`src/rtl/eipx_pkg.sv`:
```
package eipx_pkg;

  // Field widths
  localparam int BYTE_W   = 8;
  localparam int KIND_W   = 2;
  localparam int STATUS_W = 2;
  localparam int ENCAP_W  = 2;

  // Link kinds, as written through the configuration port
  localparam logic [KIND_W-1:0] LINK_LOOP = 2'd0;
  localparam logic [KIND_W-1:0] LINK_ETH  = 2'd1;

  // One result transaction
  typedef struct packed {
    logic [BYTE_W-1:0]   payload_byte;
    logic                payload_valid;
    logic                frame_done;
    logic [STATUS_W-1:0] frame_status;
    logic [ENCAP_W-1:0]  encapsulation;
  } eipx_res_t;

endpackage

```
`src/rtl/eipx_if.sv`:
```
// Input channel: one frame byte per transaction
interface eipx_in_if;
  logic                        valid;
  logic                        ready;
  logic [eipx_pkg::BYTE_W-1:0] frame_byte;
  logic                        frame_end;

  modport source (output valid, output frame_byte, output frame_end, input ready);
  modport sink   (input valid, input frame_byte, input frame_end, output ready);
endinterface

// Result channel
interface eipx_out_if;
  logic                          valid;
  logic                          ready;
  logic [eipx_pkg::BYTE_W-1:0]   payload_byte;
  logic                          payload_valid;
  logic                          frame_done;
  logic [eipx_pkg::STATUS_W-1:0] frame_status;
  logic [eipx_pkg::ENCAP_W-1:0]  encapsulation;

  modport source (output valid, output payload_byte, output payload_valid,
                  output frame_done, output frame_status, output encapsulation,
                  input ready);
  modport sink   (input valid, input payload_byte, input payload_valid,
                  input frame_done, input frame_status, input encapsulation,
                  output ready);
endinterface

// Configuration write channel: link kind register
interface eipx_cfg_if;
  logic                        valid;
  logic                        ready;
  logic [eipx_pkg::KIND_W-1:0] link_kind;

  modport source (output valid, output link_kind, input ready);
  modport sink   (input valid, input link_kind, output ready);
endinterface

```
`src/rtl/ethernet_frame_ip_extractor_top.sv`:
```
// Each result is registered in the output stage (main or skid register) before it appears on out_ch.
// Throughput: one frame byte per cycle; a two-entry output stage keeps in_ch.ready high
// while a single result waits, so input stalls only when two results are held.
// Reset: synchronous, active-low rst_n clears the parse state and the output stage,
// and sets the link kind register to Ethernet. cfg_ch is always ready.
module ethernet_frame_ip_extractor_top (
  input  logic       clk,
  input  logic       rst_n,
  eipx_in_if.sink    in_ch,
  eipx_out_if.source out_ch,
  eipx_cfg_if.sink   cfg_ch
);

  logic [eipx_pkg::KIND_W-1:0] link_kind_r;
  logic                        in_ready;
  logic                        acc;
  logic                        res_emit;
  eipx_pkg::eipx_res_t         res;

  // Link kind register
  assign cfg_ch.ready = 1'b1;

  always_ff @(posedge clk) begin
    if (!rst_n) begin
      link_kind_r <= eipx_pkg::LINK_ETH;
    end else if (cfg_ch.valid) begin
      link_kind_r <= cfg_ch.link_kind;
    end
  end

  // Input transaction
  assign in_ch.ready = in_ready;
  assign acc         = in_ch.valid && in_ready;

  eipx_parse u_parse (
    .clk        (clk),
    .rst_n      (rst_n),
    .acc        (acc),
    .frame_byte (in_ch.frame_byte),
    .frame_end  (in_ch.frame_end),
    .link_kind  (link_kind_r),
    .res_emit   (res_emit),
    .res        (res)
  );

  eipx_out u_out (
    .clk      (clk),
    .rst_n    (rst_n),
    .push     (res_emit),
    .res      (res),
    .in_ready (in_ready),
    .out_ch   (out_ch)
  );

endmodule

```
`src/rtl/eipx_parse.sv`:
```
module eipx_parse (
  input  logic                          clk,
  input  logic                          rst_n,
  input  logic                          acc,
  input  logic [eipx_pkg::BYTE_W-1:0]   frame_byte,
  input  logic                          frame_end,
  input  logic [eipx_pkg::KIND_W-1:0]   link_kind,
  output logic                          res_emit,
  output eipx_pkg::eipx_res_t           res
);

  // Parse phases
  localparam logic [1:0] PH_HEADER  = 2'd0;
  localparam logic [1:0] PH_FORWARD = 2'd1;
  localparam logic [1:0] PH_REJECT  = 2'd2;
  localparam logic [1:0] PH_BADLINK = 2'd3;

  // Frame status codes
  localparam logic [1:0] ST_OK        = 2'd0;
  localparam logic [1:0] ST_BADLINK   = 2'd1;
  localparam logic [1:0] ST_NOT_IP    = 2'd2;
  localparam logic [1:0] ST_TRUNCATED = 2'd3;

  // Encapsulation codes
  localparam logic [1:0] ENC_LOOP = 2'd0;
  localparam logic [1:0] ENC_ETH2 = 2'd1;
  localparam logic [1:0] ENC_SNAP = 2'd2;
  localparam logic [1:0] ENC_LLC  = 2'd3;

  // Header offsets
  localparam logic [4:0] OFF_TYPE_HI  = 5'd12;
  localparam logic [4:0] OFF_TYPE_LO  = 5'd13;
  localparam logic [4:0] OFF_DSAP     = 5'd14;
  localparam logic [4:0] OFF_SSAP     = 5'd15;
  localparam logic [4:0] OFF_SNAP_HI  = 5'd20;
  localparam logic [4:0] OFF_SNAP_LO  = 5'd21;
  localparam logic [4:0] START_LOOP   = 5'd4;
  localparam logic [4:0] START_ETH2   = 5'd14;
  localparam logic [4:0] START_LLC    = 5'd17;
  localparam logic [4:0] START_SNAP   = 5'd22;
  localparam logic [4:0] POS_LIMIT    = 5'd22;

  // Field values
  localparam logic [15:0] TYPE_IPV4  = 16'h0800;
  localparam logic [15:0] TYPE_IPV6  = 16'h86DD;
  localparam logic [15:0] SNAP_MARK  = 16'hAAAA;
  localparam logic [15:0] MAX_LENGTH = 16'd1500;
  localparam logic [7:0]  SAP_IP     = 8'h06;

  logic [4:0] pos_r,     pos_nxt;
  logic [7:0] type_hi_r, type_hi_nxt;
  logic [7:0] llc_r,     llc_nxt;
  logic [1:0] phase_r,   phase_nxt;
  logic [4:0] start_r,   start_nxt;
  logic [1:0] encap_r,   encap_nxt;

  logic [15:0] type_word;
  logic        is_ip;
  logic        fwd;
  logic [1:0]  status;
  logic [1:0]  encap_out;

  // Decode one byte against the held header state
  always_comb begin
    type_hi_nxt = type_hi_r;
    llc_nxt     = llc_r;
    phase_nxt   = phase_r;
    start_nxt   = start_r;
    encap_nxt   = encap_r;
    pos_nxt     = pos_r;
    status      = ST_OK;

    // Start of frame: sample the link kind
    if (pos_r == 5'd0) begin
      type_hi_nxt = '0;
      llc_nxt     = '0;
      if (link_kind == eipx_pkg::LINK_LOOP) begin
        encap_nxt = ENC_LOOP;
        phase_nxt = PH_FORWARD;
        start_nxt = START_LOOP;
      end else if (link_kind == eipx_pkg::LINK_ETH) begin
        encap_nxt = ENC_ETH2;
        phase_nxt = PH_HEADER;
        start_nxt = START_ETH2;
      end else begin
        encap_nxt = ENC_LOOP;
        phase_nxt = PH_BADLINK;
        start_nxt = '0;
      end
    end

    type_word = {type_hi_nxt, frame_byte};
    is_ip     = (type_word == TYPE_IPV4) || (type_word == TYPE_IPV6);

    // Ethernet header decisions
    if (phase_nxt == PH_HEADER) begin
      case (pos_r)
        OFF_TYPE_HI, OFF_SNAP_HI: begin
          type_hi_nxt = frame_byte;
        end
        OFF_TYPE_LO: begin
          if (type_word > MAX_LENGTH) begin
            if (is_ip) begin
              phase_nxt = PH_FORWARD;
              start_nxt = START_ETH2;
            end else begin
              phase_nxt = PH_REJECT;
            end
          end else begin
            encap_nxt = ENC_LLC;
          end
        end
        OFF_DSAP: begin
          llc_nxt = frame_byte;
          if (frame_byte == SAP_IP) begin
            phase_nxt = PH_FORWARD;
            start_nxt = START_LLC;
          end else if (frame_byte != SNAP_MARK[7:0]) begin
            phase_nxt = PH_REJECT;
          end
        end
        OFF_SSAP: begin
          if ({llc_nxt, frame_byte} == SNAP_MARK) begin
            encap_nxt = ENC_SNAP;
          end else begin
            phase_nxt = PH_REJECT;
          end
        end
        OFF_SNAP_LO: begin
          if (is_ip) begin
            phase_nxt = PH_FORWARD;
            start_nxt = START_SNAP;
          end else begin
            phase_nxt = PH_REJECT;
          end
        end
        default: begin
        end
      endcase
    end

    fwd       = (phase_nxt == PH_FORWARD) && (pos_r >= start_nxt);
    encap_out = encap_nxt;

    // Close the frame or advance the position
    if (frame_end) begin
      case (phase_nxt)
        PH_BADLINK: status = ST_BADLINK;
        PH_REJECT:  status = ST_NOT_IP;
        PH_FORWARD: status = (5'(pos_r + 5'd1) < start_nxt) ? ST_TRUNCATED : ST_OK;
        default:    status = ST_TRUNCATED;
      endcase
      pos_nxt     = '0;
      type_hi_nxt = '0;
      llc_nxt     = '0;
      phase_nxt   = PH_HEADER;
      start_nxt   = '0;
      encap_nxt   = ENC_LOOP;
    end else begin
      pos_nxt = (pos_r < POS_LIMIT) ? 5'(pos_r + 5'd1) : POS_LIMIT;
    end
  end

  // Build the result
  always_comb begin
    res.payload_byte  = fwd ? frame_byte : '0;
    res.payload_valid = fwd;
    res.frame_done    = frame_end;
    res.frame_status  = status;
    res.encapsulation = encap_out;
  end

  assign res_emit = acc && (fwd || frame_end);

  // Hold parse state; advance on each accepted byte
  always_ff @(posedge clk) begin
    if (!rst_n) begin
      pos_r     <= '0;
      type_hi_r <= '0;
      llc_r     <= '0;
      phase_r   <= PH_HEADER;
      start_r   <= '0;
      encap_r   <= ENC_LOOP;
    end else if (acc) begin
      pos_r     <= pos_nxt;
      type_hi_r <= type_hi_nxt;
      llc_r     <= llc_nxt;
      phase_r   <= phase_nxt;
      start_r   <= start_nxt;
      encap_r   <= encap_nxt;
    end
  end

  a_pos_limit : assert property (@(posedge clk) disable iff (!rst_n)
    pos_r <= POS_LIMIT)
    else $error("byte position beyond saturation limit");

  a_end_clears : assert property (@(posedge clk) disable iff (!rst_n)
    (acc && frame_end) |=> (pos_r == 5'd0 && phase_r == PH_HEADER))
    else $error("frame end did not clear parse state");

  a_status_on_done : assert property (@(posedge clk) disable iff (!rst_n)
    (res_emit && res.frame_status != ST_OK) |-> res.frame_done)
    else $error("nonzero status outside frame end");

  a_emit_reason : assert property (@(posedge clk) disable iff (!rst_n)
    res_emit |-> (res.payload_valid || res.frame_done))
    else $error("result emitted without payload or frame end");

endmodule

```
`src/rtl/eipx_out.sv`:
```
module eipx_out (
  input  logic                clk,
  input  logic                rst_n,
  input  logic                push,
  input  eipx_pkg::eipx_res_t res,
  output logic                in_ready,
  eipx_out_if.source          out_ch
);

  eipx_pkg::eipx_res_t main_r, main_nxt;
  eipx_pkg::eipx_res_t skid_r, skid_nxt;
  logic                main_valid_r, main_valid_nxt;
  logic                skid_valid_r, skid_valid_nxt;
  logic                pop;

  assign pop      = main_valid_r && out_ch.ready;
  assign in_ready = !skid_valid_r;

  // Refill the output register from the skid stage, then take the new result
  always_comb begin
    main_nxt       = main_r;
    skid_nxt       = skid_r;
    main_valid_nxt = main_valid_r;
    skid_valid_nxt = skid_valid_r;
    if (pop) begin
      if (skid_valid_r) begin
        main_nxt       = skid_r;
        main_valid_nxt = 1'b1;
        skid_valid_nxt = 1'b0;
      end else begin
        main_valid_nxt = 1'b0;
      end
    end
    if (push) begin
      if (!main_valid_nxt) begin
        main_nxt       = res;
        main_valid_nxt = 1'b1;
      end else begin
        skid_nxt       = res;
        skid_valid_nxt = 1'b1;
      end
    end
  end

  always_ff @(posedge clk) begin
    if (!rst_n) begin
      main_valid_r <= 1'b0;
      skid_valid_r <= 1'b0;
    end else begin
      main_valid_r <= main_valid_nxt;
      skid_valid_r <= skid_valid_nxt;
    end
  end

  // Payload registers carry no reset
  always_ff @(posedge clk) begin
    main_r <= main_nxt;
    skid_r <= skid_nxt;
  end

  assign out_ch.valid         = main_valid_r;
  assign out_ch.payload_byte  = main_r.payload_byte;
  assign out_ch.payload_valid = main_r.payload_valid;
  assign out_ch.frame_done    = main_r.frame_done;
  assign out_ch.frame_status  = main_r.frame_status;
  assign out_ch.encapsulation = main_r.encapsulation;

  a_skid_behind_main : assert property (@(posedge clk) disable iff (!rst_n)
    skid_valid_r |-> main_valid_r)
    else $error("skid stage holds a result while output register is empty");

  a_no_overflow : assert property (@(posedge clk) disable iff (!rst_n)
    (skid_valid_r && !pop) |-> !push)
    else $error("result pushed into a full output stage");

  a_hold_on_stall : assert property (@(posedge clk) disable iff (!rst_n)
    (main_valid_r && !out_ch.ready) |=> (main_valid_r && $stable(main_r)))
    else $error("waiting result changed before it was taken");

endmodule

```
`src/flat_wrapper.sv`:
```
// flat-port wrapper written by rule: the top's interface ports become plain ports
module ethernet_frame_ip_extractor_top_flat 
  (clk, rst_n, in_ch_valid, in_ch_frame_byte, in_ch_frame_end, in_ch_ready, out_ch_valid, out_ch_payload_byte, out_ch_payload_valid, out_ch_frame_done, out_ch_frame_status, out_ch_encapsulation, out_ch_ready, cfg_ch_valid, cfg_ch_link_kind, cfg_ch_ready);
  eipx_in_if in_ch_i ();
  eipx_out_if out_ch_i ();
  eipx_cfg_if cfg_ch_i ();
  input  logic clk;
  input  logic rst_n;
  input wire logic [$bits(in_ch_i.valid)-1:0] in_ch_valid;
  input wire logic [$bits(in_ch_i.frame_byte)-1:0] in_ch_frame_byte;
  input wire logic [$bits(in_ch_i.frame_end)-1:0] in_ch_frame_end;
  output wire logic [$bits(in_ch_i.ready)-1:0] in_ch_ready;
  output wire logic [$bits(out_ch_i.valid)-1:0] out_ch_valid;
  output wire logic [$bits(out_ch_i.payload_byte)-1:0] out_ch_payload_byte;
  output wire logic [$bits(out_ch_i.payload_valid)-1:0] out_ch_payload_valid;
  output wire logic [$bits(out_ch_i.frame_done)-1:0] out_ch_frame_done;
  output wire logic [$bits(out_ch_i.frame_status)-1:0] out_ch_frame_status;
  output wire logic [$bits(out_ch_i.encapsulation)-1:0] out_ch_encapsulation;
  input wire logic [$bits(out_ch_i.ready)-1:0] out_ch_ready;
  input wire logic [$bits(cfg_ch_i.valid)-1:0] cfg_ch_valid;
  input wire logic [$bits(cfg_ch_i.link_kind)-1:0] cfg_ch_link_kind;
  output wire logic [$bits(cfg_ch_i.ready)-1:0] cfg_ch_ready;
  assign in_ch_i.valid = in_ch_valid;
  assign in_ch_i.frame_byte = in_ch_frame_byte;
  assign in_ch_i.frame_end = in_ch_frame_end;
  assign in_ch_ready = in_ch_i.ready;
  assign out_ch_valid = out_ch_i.valid;
  assign out_ch_payload_byte = out_ch_i.payload_byte;
  assign out_ch_payload_valid = out_ch_i.payload_valid;
  assign out_ch_frame_done = out_ch_i.frame_done;
  assign out_ch_frame_status = out_ch_i.frame_status;
  assign out_ch_encapsulation = out_ch_i.encapsulation;
  assign out_ch_i.ready = out_ch_ready;
  assign cfg_ch_i.valid = cfg_ch_valid;
  assign cfg_ch_i.link_kind = cfg_ch_link_kind;
  assign cfg_ch_ready = cfg_ch_i.ready;
  ethernet_frame_ip_extractor_top u_core (.clk(clk), .rst_n(rst_n), .in_ch(in_ch_i), .out_ch(out_ch_i), .cfg_ch(cfg_ch_i));
endmodule
```
`config.mk`:
```
export PLATFORM = sky130hd
export DESIGN_NAME = ethernet_frame_ip_extractor_top_flat
export DESIGN_NICKNAME = d
export VERILOG_FILES = /design/src/rtl/eipx_pkg.sv /design/src/rtl/eipx_if.sv /design/src/rtl/ethernet_frame_ip_extractor_top.sv /design/src/rtl/eipx_parse.sv /design/src/rtl/eipx_out.sv /design/src/flat_wrapper.sv
export SDC_FILE = /design/constraint.sdc
export NUM_CORES = 1
export LEC_CHECK = 0
export BUFFER_PORTS_ARGS = -buffer_cell sky130_fd_sc_hd__buf_2
export CAP_MARGIN = 20
export CORE_MARGIN = 2
export CORE_UTILIZATION = 44
export CTS_CLUSTER_SIZE = 25
export DETAILED_ROUTE_END_ITERATION = 16
export GPL_ROUTABILITY_DRIVEN = 0
export HOLD_SLACK_MARGIN = 0.1
export SLEW_MARGIN = 5
export SYNTH_ARGS = -nofsm -noshare
export SYNTH_HDL_FRONTEND = slang
export SYNTH_HIERARCHICAL = 1
export SYNTH_SLANG_ARGS = --single-unit
```
`constraint.sdc`:
```
create_clock -name clk -period 6.7 [get_ports clk]
set_input_delay 0.335 -clock clk [delete_from_list [all_inputs] [get_ports clk]]
set_output_delay 0.335 -clock clk [all_outputs]
set_load 0.02 [all_outputs]
```
==> summary.md <==
| Metric | Value |
|---|---|
| Avg Vias per Cell | `5.91` |
| Count of buffering cells on the critical path with inverters included | `2` |
| Final Critical Period | `5440 ps` |
| Number of top-level pins | `33` |
| Flip-flop and latch count after synthesis | `62` |
| Highest attainable clock frequency | `approximately 0.18 GHz` |
| Cell with the largest stage delay on the worst path | `a21oi_2` |
| Commonest non-fill, non-tap cell in the layout | `dfxtp_1` |
| Peak ir drop on the vdd network | `around 0.00011 V` |
| FF-to-FF Start | `u_core/u_parse/pos_r[0]` |
| Part of the cycle the worst path needs | `about four fifths` |
| Number of global-route vias before repair | `about 3000` |
| Destination of the critical timing path | `u_core/u_out/out_ch.payload_byte[7]` |
| Crit path depth | `15` |
| Number of antenna violations at the first check in global routing | `0` |
| Area growth syn-to-layout | `8.70%` |
| Cts hold-fix bufs | `0` |
| Pwr dens | `226 mW/mm^2` |
| Setup violation total in the final timing report | `0` |
| CP max FO | `14` |
| Total number of vias | `roughly 3200` |
| Slew margin rel. | `33.4%` |
| Depth of the CTS H-tree | `3` |
| Minimum setup slack among reg-to-reg paths | `around 1300 ps` |
| TritonRoute pass-1 iters | `5` |
| Biggest cell delay along the critical path | `~750 ps` |
| Count of cells along the worst register-to-register path | `15` |
| Layout Skew | `between 9 and 10 ps` |
| Half-perimeter wire length of the detailed placement result | `between 6 and 7 mm` |
| Sum Neg Setup Slack | `0 ps` |
| Count of clock tree sinks | `62` |
| Final Hold Viols | `0` |
| Overall overflow remaining after global route | `0` |
| Synthesized area divided by synthesized cell count | `between 8 and 9 um^2` |
| Data required time of the worst path | `6880 ps` |
| Post-Syn Instances | `between 400 and 500` |
| Outcome | `complete, no violations` |
| Post-layout power | `893 uW` |
| TritonCTS clock tree | `built` |
| Leading register cell type out of synthesis | `dfxtp_1` |
| Resized cells post-CTS | `0` |
| Count of flip-flops with a built-in enable after synthesis | `14` |
| Worst setup path startpoint | `u_core/u_parse/pos_r[0]` |
| Max-cap check violation count | `0` |
| CP top delay family | `compound AO/OA/AOI/OAI gates` |
| Category of the most critical setup path | `register to register` |
| Worst hold path type | `input pin to register` |
| Routed wire per std cell | `around 17 um` |
| Std-Cell Rows | `33` |
| Ys Warns | `6` |
| Antenna violation net count after detailed routing | `0` |
| Clk Latency, worst-skew pair | `340 ps` |
| Data arrival time of the critical path | `between 5000 and 6000 ps` |
| First-pass GRT wire length | `roughly 15 mm` |
| Wire length reported by the detailed router | `~9.1 mm` |
| Bufs on Longest Clock Path | `2` |
| All-Layer GR Usage | `approximately a fifth` |
| Initial drt markers | `170` |
| Post-synthesis async set-or-reset flop share | `0%` |
| Kind of end point of the critical path | `register` |
| Number of DRC violations after detailed routing | `0` |
| Clock slew seen by the registers of the worst setup and hold paths | `roughly 80 ps` |
| Net count reported at finish | `about 460` |
| Slew at the pin closest to its max-slew limit | `992 ps` |
| Unique cell type count in the Yosys netlist | `between 70 and 80` |
| Setup Fix Bufs, Post-CTS | `0` |
| Syn Nets | `438` |
| Starting Density | `between 40% and 50%` |
| Antenna diodes | `0` |
| Sequence of cells on the critical path | `inv_1 > ha_1 > nor4b_4 > nor3_1 > nor2_4 > nor4b_1 > o21ai_0 > ha_1 > nor2b_1 > o21ai_0 > o2bb2ai_1 > o41ai_1 > inv_1 > a21oi_2 > a221oi_1` |
| RSZ-0062 raised after global routing | `false` |
| Final slew viol count | `0` |
| Reg2reg end | `u_core/u_out/out_ch.payload_byte[7]` |
| Die Span X | `94.9 um` |
| Cell leakage power | `1.50 nW` |
| CTS Root Buffer Type | `clkbuf_8` |
| Portion of the post-synthesis area used by sequential elements | `38.0%` |
| Fraction of final layout cells with drive strength greater than 1 | `between 15 and 20%` |
| Fill cell count | `800` |
| CORE AREA | `0.00813 mm^2` |
| Startpoint type of the worst setup path | `register` |
| Maximum number of pins on one net before global-route repair | `31` |
| Floorplan die area | `about 0.009 mm^2` |
| Vertical die dimension | `94.9 um` |
| Commonest cells after routing, fill and taps aside | `dfxtp_1 (48), nand2_1 (37), inv_1 (32), buf_2 (31), nor2_1 (26)` |
| Cell area after synthesis | `approximately 0.0036 mm^2` |
| Number of port buffers | `31` |
| Cts bufs inserted | `9` |
[metrics by stage]
stage          utilization, %  cells  setup WS (ps)  hold WS (ps)  area [um^2]
5_1_grt                  48.6    534            702           209         3960
6_report                 48.6    534           1260           205         3960
4_1_cts                  48.6    534           1320           199         3960
3_5_place_dp             46.5    518           1310           451         3780
3_3_place_gp             46.5    518           1570           447         3780
2_1_floorplan               -    407           2020           397         3640
[power breakdown]
| part | leakage (nW) | internal (mW) | total, mW | switching (mW) |
|---|---|---|---|---|
| clock | 0.0894 | 0.134 | 0.295 | 0.160 |
| combinational | 0.877 | 0.0624 | 0.172 | 0.109 |
| sequential | 0.535 | 0.405 | 0.426 | 0.0209 |
| total | 1.50 | 0.602 | 0.893 | 0.290 |
[worst min-delay path: cells and delay by family]
family	cells	cell delay, ps
buf+inv	1	70
simple gates	1	60
mux	1	50
[logic make-up after synthesis]
group | share of synthesized area [%]
flip-flops | 38.0
AND/OR/NAND/NOR | 23.8
XOR/XNOR | 0.722
multiplexers | 1.38
other | 0.103
AO/OA/AOI/OAI | 23.4
buffers and inverters | 7.53
adder cells (fa/ha/maj) | 5.16
[area by class of cell]
class | count | area [um^2] | share of cell area (%)
Clock buffer | 9 | 124 | 3.13
Clock inverter | 7 | 48.8 | 1.23
Inverter | 33 | 124 | 3.13
Multi-Input combinational cell | 286 | 1980 | 50.1
Sequential cell | 62 | 1380 | 34.9
Tap cell | 105 | 131 | 3.32
Timing Repair Buffer | 32 | 163 | 4.11
[metal layers]
metal | routed length [um] | global-route usage, % | vias to the layer above
li1 | - | - | 1543
met1 | 4340 | 28.5 | 1533
met2 | 4300 | 34.6 | 71
met3 | 385 | 4.63 | 8
met4 | 63 | 6.64 | 0
met5 | 0 | 0 | -
[cell usage after synthesis, drive strengths merged (3+ instances only)]
| cell | count | area share (%) |
|---|---|---|
| a21boi | 4 | 0.83 |
| a21oi | 17 | 2.4 |
| a221oi | 14 | 5.1 |
| a22o | 3 | 0.72 |
| a22oi | 9 | 1.9 |
| a31oi | 4 | 0.69 |
| and2 | 5 | 0.86 |
| buf | 17 | 3.1 |
| clkbuf | 9 | 1.0 |
| dfxtp | 48 | 26 |
| edfxtp | 14 | 12 |
| ha | 15 | 5.2 |
| inv | 32 | 3.3 |
| mux2i | 5 | 1.4 |
| nand2 | 38 | 4.0 |
| nand2b | 4 | 0.76 |
| nand3 | 7 | 0.96 |
| nand4b | 5 | 1.2 |
| nor2 | 28 | 3.5 |
| nor2b | 13 | 2.2 |
| nor3 | 7 | 1.1 |
| nor4 | 17 | 3.1 |
| nor4b | 5 | 1.8 |
| o211ai | 6 | 1.2 |
| o21ai | 24 | 3.3 |
| o22ai | 15 | 2.6 |
| o31ai | 3 | 0.62 |
[state kept, by name, summed over array words and instances, names as in the netlist]
register / flops
u_core/u_out/skid_r: 14
u_core/u_out/out_ch.valid: 1
u_core/u_out/skid_valid_r: 1
u_core/link_kind_r: 2
u_core/u_out/out_ch.encapsulation: 2
u_core/u_out/out_ch.payload_valid: 1
u_core/u_out/out_ch.frame_status: 2
u_core/u_parse/start_r: 5
u_core/u_parse/type_hi_r: 8
u_core/u_parse/phase_r: 2
u_core/u_parse/pos_r: 5
u_core/u_parse/llc_r: 8
u_core/u_parse/encap_r: 2
u_core/u_out/out_ch.payload_byte: 8
u_core/u_out/out_ch.frame_done: 1
[worst min path at each step]
stage                                         start  depth (start not counted)  slack (ps)                         to
after CTS                       cfg_ch_link_kind[0]                          3         200      u_core/link_kind_r[0]
after global placement    u_core/u_parse/start_r[4]                          2         450  u_core/u_parse/start_r[4]
after global routing            cfg_ch_link_kind[0]                          3         210      u_core/link_kind_r[0]
final                           cfg_ch_link_kind[0]                          3         210      u_core/link_kind_r[0]
after detailed placement  u_core/u_parse/start_r[4]                          2         450  u_core/u_parse/start_r[4]
after floorplan                               rst_n                          1         400      u_core/link_kind_r[0]
(Power assumes the default switching activity.)
